`config.mk`:
```
export PLATFORM = sky130hd
export DESIGN_NAME = seg_div
export DESIGN_NICKNAME = d
export VERILOG_FILES = /design/src/hw/rtl/seg_pkg.sv /design/src/hw/rtl/seg_div.sv
export SDC_FILE = /design/constraint.sdc
export NUM_CORES = 1
export LEC_CHECK = 0
export ABC_AREA = 1
export ABC_CLOCK_PERIOD_IN_PS = 2700
export BUFFER_PORTS_ARGS = -buffer_cell sky130_fd_sc_hd__buf_2
export CAP_MARGIN = 20
export CORE_ASPECT_RATIO = 1.2
export CORE_MARGIN = 2
export CORE_UTILIZATION = 45
export CTS_CLUSTER_DIAMETER = 60
export DETAILED_ROUTE_END_ITERATION = 6
export PLACE_DENSITY_LB_ADDON = 0.12
export SLEW_MARGIN = 0
export SYNTH_ARGS = -nofsm -noshare
export SYNTH_HDL_FRONTEND = slang
export SYNTH_SLANG_ARGS = --single-unit
```
`constraint.sdc`:
```
create_clock -name clock -period 2.7 [get_ports clock]
set_clock_uncertainty 0.05 [all_clocks]
set_input_delay 0.405 -clock clock [delete_from_list [all_inputs] [get_ports clock]]
set_output_delay 0.405 -clock clock [all_outputs]
set_load 0.02 [all_outputs]
```
`src/hw/rtl/seg_pkg.sv`:
```
// ----------------------------------------------------------------------------
// seg_pkg
// Shared types and constants of the shaped envelope gain block: field widths,
// the envelope node record and the divider request/response structs.
// ----------------------------------------------------------------------------
`default_nettype none

package seg_pkg;

   localparam int FREQ_W      = 24;
   localparam int GAIN_W      = 16;
   localparam int SHAPE_W     = 16;
   localparam int AMP_W       = 16;
   localparam int INDEX_W     = 4;
   localparam int COUNT_W     = 5;
   localparam int REQ_TDATA_W = 104;
   localparam int RSP_TDATA_W = 40;

   // Divider: 16 quotient bits, remainder wide enough for the curve denominator
   localparam int DIV_W  = 34;
   localparam int QUO_W  = 16;
   localparam int QCNT_W = $clog2(QUO_W);

   localparam logic REQ_LOAD  = 1'b0;
   localparam logic REQ_QUERY = 1'b1;

   localparam logic signed [SHAPE_W-1:0] SHAPE_MIN = -16'sd32767;

   typedef struct packed {
      logic        [FREQ_W-1:0]  freq;
      logic        [GAIN_W-1:0]  gain;
      logic signed [SHAPE_W-1:0] shape;
   } seg_node_type;

   typedef struct packed {
      logic             start;
      logic [DIV_W-1:0] rem_init;
      logic [DIV_W-1:0] divisor;
   } seg_div_req_type;

   typedef struct packed {
      logic             done;
      logic [QUO_W-1:0] quotient;
   } seg_div_rsp_type;

endpackage

`default_nettype wire

```
`src/hw/rtl/seg_div.sv`:
```
// ----------------------------------------------------------------------------
// seg_div
// Restoring divider, one quotient bit per cycle. The starting remainder must
// be below the divisor, which bounds the quotient to QUO_W bits.
// ----------------------------------------------------------------------------
`default_nettype none

module seg_div (
   input  wire                      clock,
   input  wire                      reset,
   input  seg_pkg::seg_div_req_type div_req,
   output seg_pkg::seg_div_rsp_type div_rsp
);
   import seg_pkg::*;

   localparam logic [QCNT_W-1:0] CNT_LAST = QCNT_W'(QUO_W - 1);

   logic              busy_ff, busy_in;
   logic              done_ff, done_in;
   logic [QCNT_W-1:0] cnt_ff, cnt_in;
   logic [DIV_W-1:0]  rem_ff, rem_in;
   logic [DIV_W-1:0]  div_ff, div_in;
   logic [QUO_W-1:0]  quo_ff, quo_in;

   logic [DIV_W-1:0]  rem_dbl;
   logic              fits;

   assign rem_dbl = {rem_ff[DIV_W-2:0], 1'b0};
   assign fits    = rem_dbl >= div_ff;

   always_comb begin
      busy_in = busy_ff;
      cnt_in  = cnt_ff;
      rem_in  = rem_ff;
      div_in  = div_ff;
      quo_in  = quo_ff;
      done_in = busy_ff && (cnt_ff == CNT_LAST);
      if (div_req.start) begin
         busy_in = 1'b1;
         cnt_in  = '0;
         rem_in  = div_req.rem_init;
         div_in  = div_req.divisor;
         quo_in  = '0;
      end else if (busy_ff) begin
         cnt_in = cnt_ff + QCNT_W'(1);
         rem_in = fits ? (rem_dbl - div_ff) : rem_dbl;
         quo_in = {quo_ff[QUO_W-2:0], fits};
         if (cnt_ff == CNT_LAST) begin
            busy_in = 1'b0;
         end
      end
   end

   always_ff @(posedge clock) begin
      if (reset) begin
         busy_ff <= 1'b0;
         done_ff <= 1'b0;
         cnt_ff  <= '0;
      end else begin
         busy_ff <= busy_in;
         done_ff <= done_in;
         cnt_ff  <= cnt_in;
      end
   end

   always_ff @(posedge clock) begin
      rem_ff <= rem_in;
      div_ff <= div_in;
      quo_ff <= quo_in;
   end

   assign div_rsp.done     = done_ff;
   assign div_rsp.quotient = quo_ff;

`ifndef SYNTH
   a_rem_below_div: assert property (@(posedge clock) disable iff (reset)
      busy_ff |-> (rem_ff < div_ff))
      else $error("divider remainder reached the divisor");

   a_no_restart: assert property (@(posedge clock) disable iff (reset)
      div_req.start |-> !busy_ff)
      else $error("divider started while busy");

   a_done_ends_run: assert property (@(posedge clock) disable iff (reset)
      done_ff |-> !busy_ff && $past(busy_ff))
      else $error("divider done without a finished run");
`endif

endmodule

`default_nettype wire

```
-- Yosys cells after proc, flatten, opt, wreduce, memory -nomap -nowiden
Cells that the tools add are included.
- register bits after elaboration: 89
- latch bits: 0
- memory bits (writable): 0
- bits in read-only memories: 0
- output and inout bits: 17
- memories: 0
- add/subtract/negate cells: 2
- multiply operators: 0
- div/mod/pow operators: 0
- magnitude comparators: 1
- equality and inequality tests: 1
- shifts and indexed selects: 0
- multiplexer cells: 6
- bitwise gates (word level): 0
- reductions and logical operators: 3
- operators with widths (operator ; count):
    33-bit two-way mux ; 3
    34-bit >= comparator ; 1
    33-bit subtractor ; 1
    4-bit by 1-bit adder with 4-bit output (second input constant) ; 1
    4-bit equality test (second input constant) ; 1
    1-bit two-way mux ; 3
    2-bit nonzero test ; 1
    2-bit OR reduction ; 1
    1-bit logical AND ; 1

-- Depth between registers and ports, before layout
- depth in word-level cells: 4
- mapped depth: 16
- gate-level depth less buffers: 16

-- Worst setup path before layout
Ideal clock, no wire load.
- path kind: input to register
- start point: input div_req[68] (netlist bit)
- end point: register rem_ff[0], enable pin
- setup time: 0.410 ns
- arrival time: 2.003 ns
- data required time: 2.240 ns
- path slack: 0.236 ns
- stages on the path: 4
- path buffers: 2
- cell sequence: clkbuf_1 nor2_1 inv_1 buf_1
- word-level cells in the longest chain between the ends: 1
- RTL lines (what ; line ; RTL):
    from (decl) ; seg_div.sv:11 ; input seg_pkg::seg_div_req_type div_req,
    2-bit nonzero test (no line) ; n/a ;
    to (signal assigned) ; seg_div.sv:67 ; rem_ff <= rem_in;
    to (decl) ; seg_div.sv:21 ; logic [DIV_W-1:0] rem_ff, rem_in;
No other way between the ends.
A chain may end at the register's enable or synchronous reset.

-- Final worst setup path
- start point: register rem_ff[28]
- end point: register rem_ff[28] (data pin)
- word-level cells in the longest chain between the ends: 4
- RTL lines (what ; line ; RTL):
    34-bit >= comparator ; seg_div.sv:29 ; assign fits = rem_dbl >= div_ff;
    33-bit two-way mux ; seg_div.sv:46 ; rem_in = fits ? (rem_dbl - div_ff) : rem_dbl;
    33-bit two-way mux ; seg_div.sv:44 ; end else if (busy_ff) begin
    33-bit two-way mux ; seg_div.sv:38 ; if (div_req.start) begin
    named net rem_in[28] ; seg_div.sv:21 ;
The timed path passes the listed nets, and every way through them passes these cells. The select of a mux whose other input is x is not followed.

==> out/metrics.yaml <==
run_status:
  status: "finished, final reports clean"
critical_path:
  path_cells: "ha_1 > a21oi_1 > nand2_1 > a21oi_1 > nand3_2 > nor2_8 > nand2_8 > nand2_1 > nand3_1 > nand2_1"
  cpMaxStageDelayCell: "edfxtp_1"
  cp_data_arrival_time_ns: 2.69
  path_delay_family: "simple AND/OR/NAND/NOR gates"
  cp.required_ns: 2.88
  cp_num_buf_inv: 0
  worstPathMaxFanout: 34
  crit_top_cell: "nand2_1"
  endpoint_kind: "register"
  critPathKind: "register to register"
  cpPeakStageDelay_ns: 0.38
  start_kind: "register"
floorplanning:
  die_x_um: 114.2
  initial_core_util: 0.4586
  rows: 48
  core_area_sq_mm: 0.01429
  io_pins: 88
  die_h_um: 136.2
  fp.dieArea_sq_mm: 0.01555
sta:
  max_clock_freq_mhz: 397.3
  hold_violations: 0
  slew_violations: 0
  hold_slack_ns: 0.1642
  relSlewSlack: 0.5119
  tightest_slew_ns: 0.7322
  fin_crit_ns: 2.517
  rsz0062_at_grt: "no"
  setup_viol: 0
  fin_crit_sh: 0.9322
  setup-tns-final_ns: 0
yosys:
  yosys_most_used_dff: "edfxtp_1"
  synth_nets: 1040
  ys_top_cells_by_area: "edfxtp_1, nand2_1, inv_1, dfxtp_1, ha_1"
  ys_seq_area_frac: 0.3741
  syn_area_per_cell_sq_um: 7.026
  ys_types: 39
  synth_warnings: 0
  synth_area_sq_mm: 0.006555
  synth_top_area_share: 0.3069
  yosys_register_bits: 89
  synth_edf_count: 67
  synthCells: 933
  async_flop_share: 0
  synth_top_area_cell: "edfxtp_1"
power:
  pwr_density_cell_mw_per_mm2: 701.2
  ir_drop_mv: 0.3667
  p_leak_nw: 3.958
  finalPower_w: 0.005264
grt:
  overflow: 0
  grt_max_degree: 69
  grtUsageTotal: 0.2130
  grt_pass1_wl_um: 26030
  grt_pass1_vias: 5499
  antenna_found_initial: 0
clock_network:
  cts_tree: "yes"
  insertion_delay_ns: 0.36
  cts_root_buf: "clkbuf_16"
  cts_sinks: 89
  htree_levels: 3
  numCtsBuffers: 9
  clk_path_buf_depth: 2
  clk_pin_slew_ns: 0.07
  cts_hold_buffers: 0
routing:
  wl_per_cell_um: 13.20
  firstDrtPassIters: 5
  via_per_inst: 4.752
  drt-initial-drc-count: 238
  ant_nets: 0
  vias: 5688
  drcViolationCount: 0
  routed_wl_um: 15800
finish:
  finish.utilization: 0.5252
  drive_gt1_frac: 0.1517
  postLayoutCellArea_sq_mm: 0.007507
  syn_to_final_growth_pct: 14.53
  diodes: 0
  fillers: 1484
  layout.nets: 1124
placement:
  detailed_place.area_sq_mm: 0.007157
  hpwl_um: 12100
  place_congestion: 0.8744
  io_buffers: 86
min_path:
  hp-class: "input port to register"
run:
  drv_cap: 0
==> layout by cell type, fill, tap and decap left out, types with 3 or more instances in the layout <==
cell type  synthesis  final
nand2_2           18     19
nand3_1           53     53
inv_2              4      4
inv_1            184    184
nor2_1            40     40
o22ai_1           14     14
nor2_2             8      8
nand2_1          348    347
dfxtp_1           22     22
a21oi_1           24     24
nand4_1            3      3
clkbuf_16          0      9
and2_1             7      7
nand2_4            3      3
xnor2_1           13     13
edfxtp_1          67     67
buf_2              7     86
nand3b_1          37     37
ha_1              35     31
nor3_1            12     12
buf_4              4      5
==> state kept, by name (all words and copies together) (netlist names) <==
signal and cells:
cnt_ff 4, rem_ff 33, busy_ff 1, div_ff 34, quo_ff 16, done_ff 1
==> timing repair <==
action,CTS,global route
setup buffers,0,0
endpoints found under the hold margin,0,0
gates resized for setup,0,5
setup endpoints to repair,0,13
==> per-layer routing <==
layer | part of all wire | track usage
met2 | 0.48 | 0.3707
met3 | 0.031 | 0.03255
met5 | 0 | 0
met1 | 0.47 | 0.2674
met4 | 0.021 | 0.07588
==> power breakdown <==
| group | leakage, nW | total [W] | internal [W] | switching [W] |
|---|---|---|---|---|
| Combinational | 2.95 | 0.00219 | 0.000807 | 0.00138 |
| Clock | 0.158 | 0.00135 | 0.000746 | 0.000601 |
| Sequential | 0.846 | 0.00173 | 0.00166 | 0.0000692 |
| Total | 3.96 | 0.00526 | 0.00321 | 0.00205 |
==> layout make-up <==
class | instances | area, sq um | share of cell area
clock buffer | 9 | 225.2 | 0.03000
clock inverter | 7 | 92.59 | 0.01233
sequential | 89 | 2452 | 0.3267
multi-input combinational | 634 | 3297 | 0.4392
tap | 175 | 219.0 | 0.02917
timing repair buffer | 93 | 508.0 | 0.06767
inverter | 190 | 713.2 | 0.09500
==> kinds of logic (layout without fill, tap and decap cells) <==
family	count (synthesis)	after routing	synth area share
buf+inv	210	299	0.1279
fa+ha+maj	36	36	0.06986
simple gates	539	539	0.3703
flops	89	89	0.3741
compound gates	44	44	0.03779
xor+xnor	15	15	0.02004
==> synthesized netlist by cell type (2+ instances only) <==
cell / number
inv_2: 4
dfxtp_1: 22
or2_2: 2
xnor2_1: 13
nand2_1: 348
buf_6: 2
nor2_4: 2
nand3_2: 2
buf_2: 7
nand3b_1: 37
nand2_4: 3
and2_1: 7
nor2_1: 40
a21oi_1: 24
ha_1: 35
edfxtp_1: 67
nor3_1: 12
buf_4: 4
xor2_1: 2
clkinv_1: 2
nand4_1: 3
inv_1: 184
nand2_2: 18
nor2_2: 8
a211oi_1: 2
clkbuf_1: 5
o22ai_1: 14
nand3_1: 53
==> worst register-to-register path, cell delays in order, from the launching register on <==
cell and delay, ns:
edfxtp_1 0.38, ha_1 0.37, a21oi_1 0.26, nand2_1 0.11
a21oi_1 0.17, nand3_2 0.14, nor2_8 0.31, nand2_8 0.27
nand2_1 0.17, nand3_1 0.08, nand2_1 0.08
==> stage by stage <==
| step | setup slack [ns] | instances |
|---|---|---|
| finish | 0.1831 | 1197 |
| global route | 0.00004108 | 1197 |
| CTS | 0.1463 | 1197 |
| detailed placement | 0.1628 | 1181 |
| global placement | 0.1925 | 1181 |
| floorplan | 0.2364 | 933 |
==> final timing paths <==
path	slack, ns	from	cells past startpoint	end
setup reg to reg	0.18	rem_ff[28]	10	rem_ff[28]
hold / removal	0.16	div_req[6]	1	div_ff[6]
hold reg to reg	0.42	quo_ff[15]	2	quo_ff[15]
setup / recovery	0.18	rem_ff[28]	10	rem_ff[28]
Power figures use the tool's default switching activity.
